--- config.mk ---
export PLATFORM = sky130hd
export DESIGN_NAME = motor_plant_lag_double_integrator_top
export DESIGN_NICKNAME = d
export VERILOG_FILES = /design/src/rtl/core/mpl_pkg.sv /design/src/rtl/core/mpl_div.sv /design/src/rtl/core/mpl_datapath.sv /design/src/rtl/core/mpl_ctrl.sv /design/src/rtl/core/motor_plant_lag_double_integrator_top.sv
export SDC_FILE = /design/constraint.sdc
export NUM_CORES = 2
export LEC_CHECK = 0
export ABC_CLOCK_PERIOD_IN_PS = 13700
export BUFFER_PORTS_ARGS = -buffer_cell sky130_fd_sc_hd__buf_4
export CORE_MARGIN = 2
export CORE_UTILIZATION = 56
export CTS_CLUSTER_DIAMETER = 80
export DETAILED_ROUTE_END_ITERATION = 10
export PLACE_DENSITY = 0.76
export RECOVER_POWER = 100
export SYNTH_ARGS = -nofsm -noshare
export SYNTH_HDL_FRONTEND = slang
export SYNTH_SLANG_ARGS = --single-unit
--- constraint.sdc ---
create_clock -name aclk -period 13.7 [get_ports aclk]
set_input_delay 0.685 -clock aclk [delete_from_list [all_inputs] [get_ports aclk]]
set_output_delay 0.685 -clock aclk [all_outputs]
set_load 0.02 [all_outputs]
--- src/rtl/core/mpl_pkg.sv ---
// Shared types and constants for the motor plant model (lag + double integrator).
// Used by mpl_div, mpl_datapath, mpl_ctrl and the top level.
package mpl_pkg;

    localparam int DT_W     = 16;   // time step, Q16.16 fraction only
    localparam int DATA_W   = 32;   // state and drive, signed Q16.16
    localparam int TC_W     = 24;   // time constants, unsigned Q8.16
    localparam int OPND_W   = DATA_W + 1;          // drive minus lag needs one more bit
    localparam int PROD_W   = OPND_W + DT_W + 1;   // signed product of operand and dt
    localparam int QUO_W    = PROD_W;              // magnitude bits through the divider
    localparam int DIV_ITER = QUO_W / 2;           // two quotient bits per cycle
    localparam int CNT_W    = $clog2(DIV_ITER);
    localparam int SUM_W    = PROD_W + 2;          // state plus signed increment
    localparam int CFG_W    = 2;

    // Saturation limits
    localparam logic signed [SUM_W-1:0] LIM_VP_HI  = SUM_W'(64'sd2147418112);
    localparam logic signed [SUM_W-1:0] LIM_VP_LO  = -SUM_W'(64'sd2147418112);
    localparam logic signed [SUM_W-1:0] LIM_LAG_HI = SUM_W'(64'sd2147483647);
    localparam logic signed [SUM_W-1:0] LIM_LAG_LO = -SUM_W'(64'sd2147483648);

    // Configuration register indexes
    localparam logic [CFG_W-1:0] CFG_LAG_TIME = 2'd0;
    localparam logic [CFG_W-1:0] CFG_VEL_TIME = 2'd1;
    localparam logic [CFG_W-1:0] CFG_POS_TIME = 2'd2;

    // Reset values of the time constants
    localparam logic [TC_W-1:0] LAG_TIME_RST = 24'd6554;
    localparam logic [TC_W-1:0] VEL_TIME_RST = 24'd2621;
    localparam logic [TC_W-1:0] POS_TIME_RST = 24'd131072;

    typedef enum logic [1:0] {
        STAGE_LAG,
        STAGE_VEL,
        STAGE_POS
    } stage_t;

    // Controller to datapath
    typedef struct packed {
        logic   load;       // capture input beat
        logic   mul;        // register operand * dt
        logic   div_start;  // launch the divider
        logic   update;     // add increment into the selected state
        logic   publish;    // copy states into the output registers
        stage_t stage;
    } mpl_cmd_t;

    // Datapath to controller
    typedef struct packed {
        logic tc_zero;      // time constant of the current stage is zero
        logic div_done;     // quotient ready
    } mpl_status_t;

endpackage

--- src/rtl/core/mpl_div.sv ---
// Iterative unsigned divider, radix 4 restoring, two quotient bits per cycle.
// Depends on mpl_pkg for widths.
module mpl_div
    import mpl_pkg::*;
(
    input  logic             aclk,
    input  logic             aresetn,
    input  logic             start,
    input  logic [QUO_W-1:0] dividend,
    input  logic [TC_W-1:0]  divisor,
    output logic             done,
    output logic [QUO_W-1:0] quotient
);

    logic [TC_W-1:0]  rem_reg, rem_next;
    logic [QUO_W-1:0] quo_reg, quo_next;
    logic [TC_W-1:0]  dvs_reg;
    logic [CNT_W-1:0] cnt_reg;
    logic             busy_reg;
    logic             done_reg;

    // One restoring step: shift in the next dividend bit, subtract if it fits
    function automatic logic [TC_W+QUO_W-1:0] div_step(
        input logic [TC_W-1:0]  r,
        input logic [QUO_W-1:0] q,
        input logic [TC_W-1:0]  d
    );
        logic [TC_W:0] r1;
        logic          ge;
        r1 = {r, q[QUO_W-1]};
        ge = (r1 >= {1'b0, d});
        if (ge) begin
            r1 = r1 - {1'b0, d};
        end
        return {r1[TC_W-1:0], q[QUO_W-2:0], ge};
    endfunction

    // Two chained steps per cycle
    always_comb begin
        {rem_next, quo_next} = div_step(rem_reg, quo_reg, dvs_reg);
        {rem_next, quo_next} = div_step(rem_next, quo_next, dvs_reg);
    end

    // Load on start, iterate while busy, pulse done on the last step
    always_ff @(posedge aclk) begin
        if (!aresetn) begin
            busy_reg <= 1'b0;
            done_reg <= 1'b0;
            cnt_reg  <= '0;
        end else begin
            done_reg <= !start && busy_reg && (cnt_reg == CNT_W'(DIV_ITER - 1));
            if (start) begin
                busy_reg <= 1'b1;
                cnt_reg  <= '0;
                rem_reg  <= '0;
                quo_reg  <= dividend;
                dvs_reg  <= divisor;
            end else if (busy_reg) begin
                rem_reg <= rem_next;
                quo_reg <= quo_next;
                cnt_reg <= cnt_reg + 1'b1;
                if (cnt_reg == CNT_W'(DIV_ITER - 1)) begin
                    busy_reg <= 1'b0;
                end
            end
        end
    end

    assign done     = done_reg;
    assign quotient = quo_reg;

endmodule

--- src/rtl/core/mpl_datapath.sv ---
// Datapath: input capture, plant states, multiplier, divider, saturation, outputs.
// Depends on mpl_pkg and mpl_div; driven by mpl_ctrl commands.
module mpl_datapath
    import mpl_pkg::*;
(
    input  logic                     aclk,
    input  logic                     aresetn,
    input  mpl_cmd_t                 cmd,
    output mpl_status_t              status,
    input  logic [TC_W-1:0]          lag_time,
    input  logic [TC_W-1:0]          vel_time,
    input  logic [TC_W-1:0]          pos_time,
    input  logic [DT_W-1:0]          step_time,
    input  logic signed [DATA_W-1:0] drive_input,
    output logic signed [DATA_W-1:0] position,
    output logic signed [DATA_W-1:0] velocity,
    output logic signed [DATA_W-1:0] lag_output
);

    logic [DT_W-1:0]          dt_reg;
    logic signed [DATA_W-1:0] drive_reg;
    logic signed [DATA_W-1:0] lag_reg, vel_reg, pos_reg;
    logic signed [DATA_W-1:0] pos_out_reg, vel_out_reg, lag_out_reg;
    logic signed [PROD_W-1:0] prod_reg, prod_next;

    logic signed [OPND_W-1:0] opnd;
    logic signed [DATA_W-1:0] state_sel;
    logic [TC_W-1:0]          tc_sel;
    logic [QUO_W-1:0]         prod_mag;
    logic [QUO_W-1:0]         quotient;
    logic                     div_done;
    logic signed [SUM_W-1:0]  delta;
    logic signed [SUM_W-1:0]  sum;
    logic signed [SUM_W-1:0]  lim_hi, lim_lo;
    logic signed [SUM_W-1:0]  sat;

    // Select operand, state and time constant of the current stage
    always_comb begin
        unique case (cmd.stage)
            STAGE_LAG: begin
                opnd      = OPND_W'(drive_reg) - OPND_W'(lag_reg);
                state_sel = lag_reg;
                tc_sel    = lag_time;
                lim_hi    = LIM_LAG_HI;
                lim_lo    = LIM_LAG_LO;
            end
            STAGE_VEL: begin
                opnd      = OPND_W'(lag_reg);
                state_sel = vel_reg;
                tc_sel    = vel_time;
                lim_hi    = LIM_VP_HI;
                lim_lo    = LIM_VP_LO;
            end
            STAGE_POS: begin
                opnd      = OPND_W'(vel_reg);
                state_sel = pos_reg;
                tc_sel    = pos_time;
                lim_hi    = LIM_VP_HI;
                lim_lo    = LIM_VP_LO;
            end
            default: begin
                opnd      = '0;
                state_sel = '0;
                tc_sel    = '0;
                lim_hi    = '0;
                lim_lo    = '0;
            end
        endcase
    end

    // Exact product of operand and dt
    assign prod_next = PROD_W'(opnd) * PROD_W'($signed({1'b0, dt_reg}));

    // Magnitude into the divider, sign restored afterwards (truncate toward zero)
    assign prod_mag = prod_reg[PROD_W-1] ? QUO_W'(-prod_reg) : QUO_W'(prod_reg);

    mpl_div u_div (
        .aclk     (aclk),
        .aresetn  (aresetn),
        .start    (cmd.div_start),
        .dividend (prod_mag),
        .divisor  (tc_sel),
        .done     (div_done),
        .quotient (quotient)
    );

    // Signed increment, new sum and saturation
    always_comb begin
        delta = $signed({2'b00, quotient});
        if (prod_reg[PROD_W-1]) begin
            delta = -delta;
        end
        sum = SUM_W'(state_sel) + delta;
        if (sum > lim_hi) begin
            sat = lim_hi;
        end else if (sum < lim_lo) begin
            sat = lim_lo;
        end else begin
            sat = sum;
        end
    end

    // Input beat and product registers
    always_ff @(posedge aclk) begin
        if (cmd.load) begin
            dt_reg    <= step_time;
            drive_reg <= drive_input;
        end
        if (cmd.mul) begin
            prod_reg <= prod_next;
        end
    end

    // Plant states
    always_ff @(posedge aclk) begin
        if (!aresetn) begin
            lag_reg <= '0;
            vel_reg <= '0;
            pos_reg <= '0;
        end else if (cmd.update) begin
            unique case (cmd.stage)
                STAGE_LAG: lag_reg <= sat[DATA_W-1:0];
                STAGE_VEL: vel_reg <= sat[DATA_W-1:0];
                STAGE_POS: pos_reg <= sat[DATA_W-1:0];
                default:   lag_reg <= lag_reg;
            endcase
        end
    end

    // Output registers, loaded once per item
    always_ff @(posedge aclk) begin
        if (cmd.publish) begin
            pos_out_reg <= pos_reg;
            vel_out_reg <= vel_reg;
            lag_out_reg <= lag_reg;
        end
    end

    assign status.tc_zero  = (tc_sel == '0);
    assign status.div_done = div_done;
    assign position        = pos_out_reg;
    assign velocity        = vel_out_reg;
    assign lag_output      = lag_out_reg;

endmodule

--- src/rtl/core/mpl_ctrl.sv ---
// Controller: sequences the three plant stages through the shared datapath.
// Depends on mpl_pkg for command and status types.
module mpl_ctrl
    import mpl_pkg::*;
(
    input  logic        aclk,
    input  logic        aresetn,
    input  logic        in_valid,
    output logic        in_ready,
    input  logic        out_free,
    input  mpl_status_t status,
    output mpl_cmd_t    cmd
);

    typedef enum logic [2:0] {
        ST_IDLE,
        ST_MUL,
        ST_DIV,
        ST_WAIT,
        ST_UPD,
        ST_OUT
    } state_t;

    state_t state_reg;
    stage_t stage_reg;
    logic   last_stage;

    assign last_stage = (stage_reg == STAGE_POS);

    // Hold state and stage; step through the stages, skip a frozen one
    always_ff @(posedge aclk) begin
        if (!aresetn) begin
            state_reg <= ST_IDLE;
            stage_reg <= STAGE_LAG;
        end else begin
            unique case (state_reg)
                ST_IDLE: begin
                    if (in_valid) begin
                        state_reg <= ST_MUL;
                        stage_reg <= STAGE_LAG;
                    end
                end
                ST_MUL: begin
                    if (!status.tc_zero) begin
                        state_reg <= ST_DIV;
                    end else if (last_stage) begin
                        state_reg <= ST_OUT;
                    end else begin
                        stage_reg <= stage_t'(stage_reg + 1'b1);
                    end
                end
                ST_DIV: begin
                    state_reg <= ST_WAIT;
                end
                ST_WAIT: begin
                    if (status.div_done) begin
                        state_reg <= ST_UPD;
                    end
                end
                ST_UPD: begin
                    if (last_stage) begin
                        state_reg <= ST_OUT;
                    end else begin
                        state_reg <= ST_MUL;
                        stage_reg <= stage_t'(stage_reg + 1'b1);
                    end
                end
                ST_OUT: begin
                    if (out_free) begin
                        state_reg <= ST_IDLE;
                    end
                end
                default: begin
                    state_reg <= ST_IDLE;
                end
            endcase
        end
    end

    // Decode commands
    assign in_ready      = (state_reg == ST_IDLE);
    assign cmd.load      = (state_reg == ST_IDLE) && in_valid;
    assign cmd.mul       = (state_reg == ST_MUL) && !status.tc_zero;
    assign cmd.div_start = (state_reg == ST_DIV);
    assign cmd.update    = (state_reg == ST_UPD);
    assign cmd.publish   = (state_reg == ST_OUT) && out_free;
    assign cmd.stage     = stage_reg;

endmodule

--- src/rtl/core/motor_plant_lag_double_integrator_top.sv ---
// Stages run in turn; one with a nonzero time constant passes the multiply, divider
// launch, divider wait and update states, mostly waiting on the radix-4 divider, and
// a frozen stage passes only the multiply state. One item at a time, but a new input
// beat is taken while the previous result still waits on m_.
// Synchronous active-low reset clears states to zero and loads default constants.
// Top level: config registers, output handshake, controller and datapath.
module motor_plant_lag_double_integrator_top
    import mpl_pkg::*;
(
    input  logic                     aclk,
    input  logic                     aresetn,
    input  logic                     cfg_valid,
    output logic                     cfg_ready,
    input  logic [CFG_W-1:0]         cfg_index,
    input  logic [TC_W-1:0]          cfg_data,
    input  logic                     s_valid,
    output logic                     s_ready,
    input  logic [DT_W-1:0]          s_step_time,
    input  logic signed [DATA_W-1:0] s_drive_input,
    output logic                     m_valid,
    input  logic                     m_ready,
    output logic signed [DATA_W-1:0] m_position,
    output logic signed [DATA_W-1:0] m_velocity,
    output logic signed [DATA_W-1:0] m_lag_output
);

    logic [TC_W-1:0] lag_time_reg, vel_time_reg, pos_time_reg;
    logic            m_valid_reg;
    logic            out_free;
    mpl_cmd_t        cmd;
    mpl_status_t     status;

    assign cfg_ready = 1'b1;

    // Configuration writes; unknown indexes drop
    always_ff @(posedge aclk) begin
        if (!aresetn) begin
            lag_time_reg <= LAG_TIME_RST;
            vel_time_reg <= VEL_TIME_RST;
            pos_time_reg <= POS_TIME_RST;
        end else if (cfg_valid) begin
            unique case (cfg_index)
                CFG_LAG_TIME: lag_time_reg <= cfg_data;
                CFG_VEL_TIME: vel_time_reg <= cfg_data;
                CFG_POS_TIME: pos_time_reg <= cfg_data;
                default:      lag_time_reg <= lag_time_reg;
            endcase
        end
    end

    // Result valid: set on publish, clear once the beat is taken
    assign out_free = !m_valid_reg || m_ready;

    always_ff @(posedge aclk) begin
        if (!aresetn) begin
            m_valid_reg <= 1'b0;
        end else if (cmd.publish) begin
            m_valid_reg <= 1'b1;
        end else if (m_ready) begin
            m_valid_reg <= 1'b0;
        end
    end

    assign m_valid = m_valid_reg;

    mpl_ctrl u_ctrl (
        .aclk     (aclk),
        .aresetn  (aresetn),
        .in_valid (s_valid),
        .in_ready (s_ready),
        .out_free (out_free),
        .status   (status),
        .cmd      (cmd)
    );

    mpl_datapath u_dp (
        .aclk        (aclk),
        .aresetn     (aresetn),
        .cmd         (cmd),
        .status      (status),
        .lag_time    (lag_time_reg),
        .vel_time    (vel_time_reg),
        .pos_time    (pos_time_reg),
        .step_time   (s_step_time),
        .drive_input (s_drive_input),
        .position    (m_position),
        .velocity    (m_velocity),
        .lag_output  (m_lag_output)
    );

`ifndef SYNTHESIS
    // One item at a time: input closes right after a beat
    assert property (@(posedge aclk) disable iff (!aresetn)
        (s_valid && s_ready) |=> !s_ready)
        else $error("input taken twice in a row");

    // Never overwrite a result that is still pending
    assert property (@(posedge aclk) disable iff (!aresetn)
        cmd.publish |-> (!m_valid || m_ready))
        else $error("result overwritten before it was taken");

    // A publish always presents a result next cycle
    assert property (@(posedge aclk) disable iff (!aresetn)
        cmd.publish |=> m_valid)
        else $error("published result not presented");
`endif

endmodule

==> metrics.yaml <==
place:
  gp_congestion: 0.9629
  place_hpwl_mm: 107.0
  postPlaceCellArea_um2: 49570
  portBuffers: 176
worst_hold_path:
  hold_depth: 1
  min_path_type: "in2reg"
  min_from: "s_drive_input[0]"
  hold_path_end: "u_dp.drive_reg[0]$_DFFE_PP_"
sta:
  report.final.slew_viol_count: 616
  relSlewSlack_pct: -151.2
  finalHoldViolCount: 0
  min_period_ns: 11.97
  worstMarginPinSlew_ns: 3.767
  max_freq_ghz: 0.08355
  post-route-period-util_pct: 87.37
  tns_ns: 0
  setup-violations-final: 0
  skew_ns: 0.02542
  rsz0062_at_grt: "no"
detailed_routing:
  drc: 0
  via_per_inst: 6.109
  wire_per_inst_um: 21.78
  routed_wirelength_mm: 139.3
  vias: 39090
  drt-pass1-iter-count: 11
  ant_nets: 0
  drt_iter0_markers: 3669
floorplan:
  ioPinCount: 178
  design.die.area_um2: 86700
  die_h_um: 294.5
  die_w_um: 294.5
  start_util_pct: 56.54
  rows: 106
  core_um2: 83560
setup_path:
  endpoint_kind: "flip-flop"
  critPathRequiredTime_ns: 14.17
  crit_type: "reg2reg"
  worstPathArrival_ns: 12.44
  start_kind: "flip-flop"
  critPathMaxStageDelay_ns: 2.36
  crit_path_max_fanout: 58
  cpMaxStageDelayCell: "clkbuf_1"
  r2r-start: "u_ctrl.stage_reg[0]$_SDFFE_PN0P_"
  r2r_end: "u_dp.lag_reg[18]$_SDFFE_PN0P_"
  r2r_cells: 26
  r2r_slack_ns: 1.73
cts:
  cts_buffer_depth: 3
  cts_sinks: 473
  cts.htree.levels: 2
  cts_made_buffers: 53
  cts_setup_buffers: 0
  cts-root-buf: "clkbuf_16"
  cts-resized-gates: 0
  clkTransAtPathRegs_ns: 0.07
  clock_latency_ns: 0.63
  cts_hold_buffers: 0
  cts_tree: "done"
grt:
  grt_pass1_wl_mm: 219.0
  grt_usage_pct: 32.56
  grt_pass1_vias: 39770
  grt_antenna_before_repair: 2
  overflow: 0
  grt_max_degree: 100
finish:
  diodes: 0
  fin_area_um2: 50850
  final_layout_size_suffix_gt1_share_pct: 5.076
  nets: 6171
  area_delta_synth_final_pct: 7.630
synthesis:
  synth_fa_ha_area_share_pct: 29.69
  yosysUniqueCellTypes: 92
  synth-edff-count: 292
  synth_top_family_by_area: "adder cells"
  syn_inst: 5227
  async_flop_share_pct: 0
  muxShareOfSynthArea_pct: 1.208
  ys_seq_area_share_pct: 26.23
  syn_avg_cell_area_um2: 9.038
  syn-num-nets: 6123
  syn_area_um2: 47240
  yosys_register_bits: 473
  synth_xor_area_share_pct: 4.449
  synth_compound_area_share_pct: 14.50
  yosysWarningCount: 0
  yosys.area_share.simple_pct: 15.94
  synth_ff_type: "edfxtp_1"
outcome:
  status: "complete, but fails checks"
  violations: "max-capacitance violations, max-slew violations"
run:
  maxCapViolCount: 14
## logic make-up (layout without fill, tap and decap cells)
family	after synthesis	after routing
AND/OR/NAND/NOR	1641	1641
AO/OA/AOI/OAI	1003	1003
buffers and inverters	998	1090
adder cells (fa/ha/maj)	817	817
flip-flops	473	473
XOR/XNOR	240	240
multiplexers	54	54
other	1	1
## worst max path at each step
stage	slack [ns]	end	start	cells after the start
floorplan	4.24	u_dp.prod_reg[49]$_DFFE_PP_	u_dp.drive_reg[0]$_DFFE_PP_	38
global placement	3.42	u_dp.prod_reg[46]$_DFFE_PP_	u_dp.drive_reg[0]$_DFFE_PP_	36
CTS	3.21	u_dp.prod_reg[46]$_DFFE_PP_	u_dp.drive_reg[0]$_DFFE_PP_	36
global route	1.36	u_dp.lag_reg[11]$_SDFFE_PN0P_	u_ctrl.stage_reg[0]$_SDFFE_PN0P_	25
detailed placement	3.24	u_dp.prod_reg[46]$_DFFE_PP_	u_dp.drive_reg[0]$_DFFE_PP_	36
finish	1.73	u_dp.lag_reg[18]$_SDFFE_PN0P_	u_ctrl.stage_reg[0]$_SDFFE_PN0P_	26
## critical path, delay by kind of cell, from the launching register on
family,cells,cell delay [ns]
compound gates,9,3.85
xor+xnor,1,0.33
fa+ha+maj,3,1.22
buf+inv,4,3.14
flops,1,0.40
simple gates,9,2.80
## through the flow
step | setup WS, ns | cells | hold WS, ns | util [%]
floorplan | 4.244 | 5227 | 0.4307 | -
global placement | 3.419 | 6300 | 0.4417 | 59.32
detailed placement | 3.237 | 6300 | 0.4466 | 59.32
CTS | 3.214 | 6399 | 0.2096 | 61.43
global route | 1.359 | 6399 | 0.2502 | 60.86
finish | 1.731 | 6399 | 0.2499 | 60.86
## synth_stat cells, types with 11 or more instances
master	count	area, µm²
a211oi_1	23	172.7
a21o_1	100	750.7
a21oi_1	267	1336
a221o_1	18	180.2
a221oi_1	11	96.34
a222oi_1	69	690.7
a22oi_1	19	142.6
a31oi_1	15	93.84
and2_1	128	800.8
and3_1	28	175.2
buf_1	23	86.33
clkbuf_1	212	795.8
dfxtp_1	181	3623
edfxtp_1	292	8768
fa_1	507	10150
ha_1	310	3879
inv_1	752	2823
mux2_2	24	270.3
mux2i_1	30	300.3
nand2_1	780	2928
nand2b_1	36	225.2
nand3_1	83	415.4
nand4_1	34	212.7
nor2_1	310	1164
nor2b_1	64	400.4
nor3_1	62	310.3
nor4_1	23	143.9
o211ai_1	31	232.7
o21a_1	21	157.7
o21ai_0	178	890.9
o21bai_1	30	225.2
o311ai_0	71	621.9
o31ai_1	42	315.3
o41ai_1	19	166.4
or3_1	15	93.84
or4_1	23	172.7
xnor2_1	137	1200
xor2_1	103	902.1
## cell type report
cell class	instances	area, µm²
fillers	7159	32710
multi-input cells	3756	31180
flip-flops and latches	473	12390
inverters	753	2826
clock buffers	71	1444
well taps	1080	1351
repair buffers	238	1344
clock inverters	28	312.8
## cell usage in the layout (no fill, tap or decap), types with 19 or more instances in the layout
master	netlist	layout
clkbuf_1	212	130
or4_1	23	23
dfxtp_1	181	181
a21oi_1	267	267
o21a_1	21	21
ha_1	310	306
buf_4	1	75
clkbuf_4	0	45
o21ai_0	178	179
a21o_1	100	100
a222oi_1	69	69
nor4_1	23	24
clkbuf_16	0	53
a22oi_1	19	19
and2_1	128	122
mux2_2	24	23
fa_1	507	507
a211oi_1	23	23
nand4_1	34	34
o21bai_1	30	30
o41ai_1	19	19
nor2b_1	64	57
nor2_1	310	306
nand3_1	83	83
o211ai_1	31	31
nand2b_1	36	36
mux2i_1	30	30
o311ai_0	71	74
nand2_1	780	779
and3_1	28	28
xor2_1	103	103
o31ai_1	42	42
xnor2_1	137	137
inv_1	752	753
nor3_1	62	62
edfxtp_1	292	292
## metal layers
metal | track usage [%] | wire length [µm] | up-vias
li1 | - | - | 17710
met1 | 41.75 | 54780 | 19130
met2 | 51.77 | 62690 | 1859
met3 | 7.186 | 14210 | 385
met4 | 17.04 | 7638 | 4
met5 | 0 | 25 | -
Power is left out: the tool's default activity adds up to more than one toggle a clock period on the data nets, which glitch-free logic cannot reach.
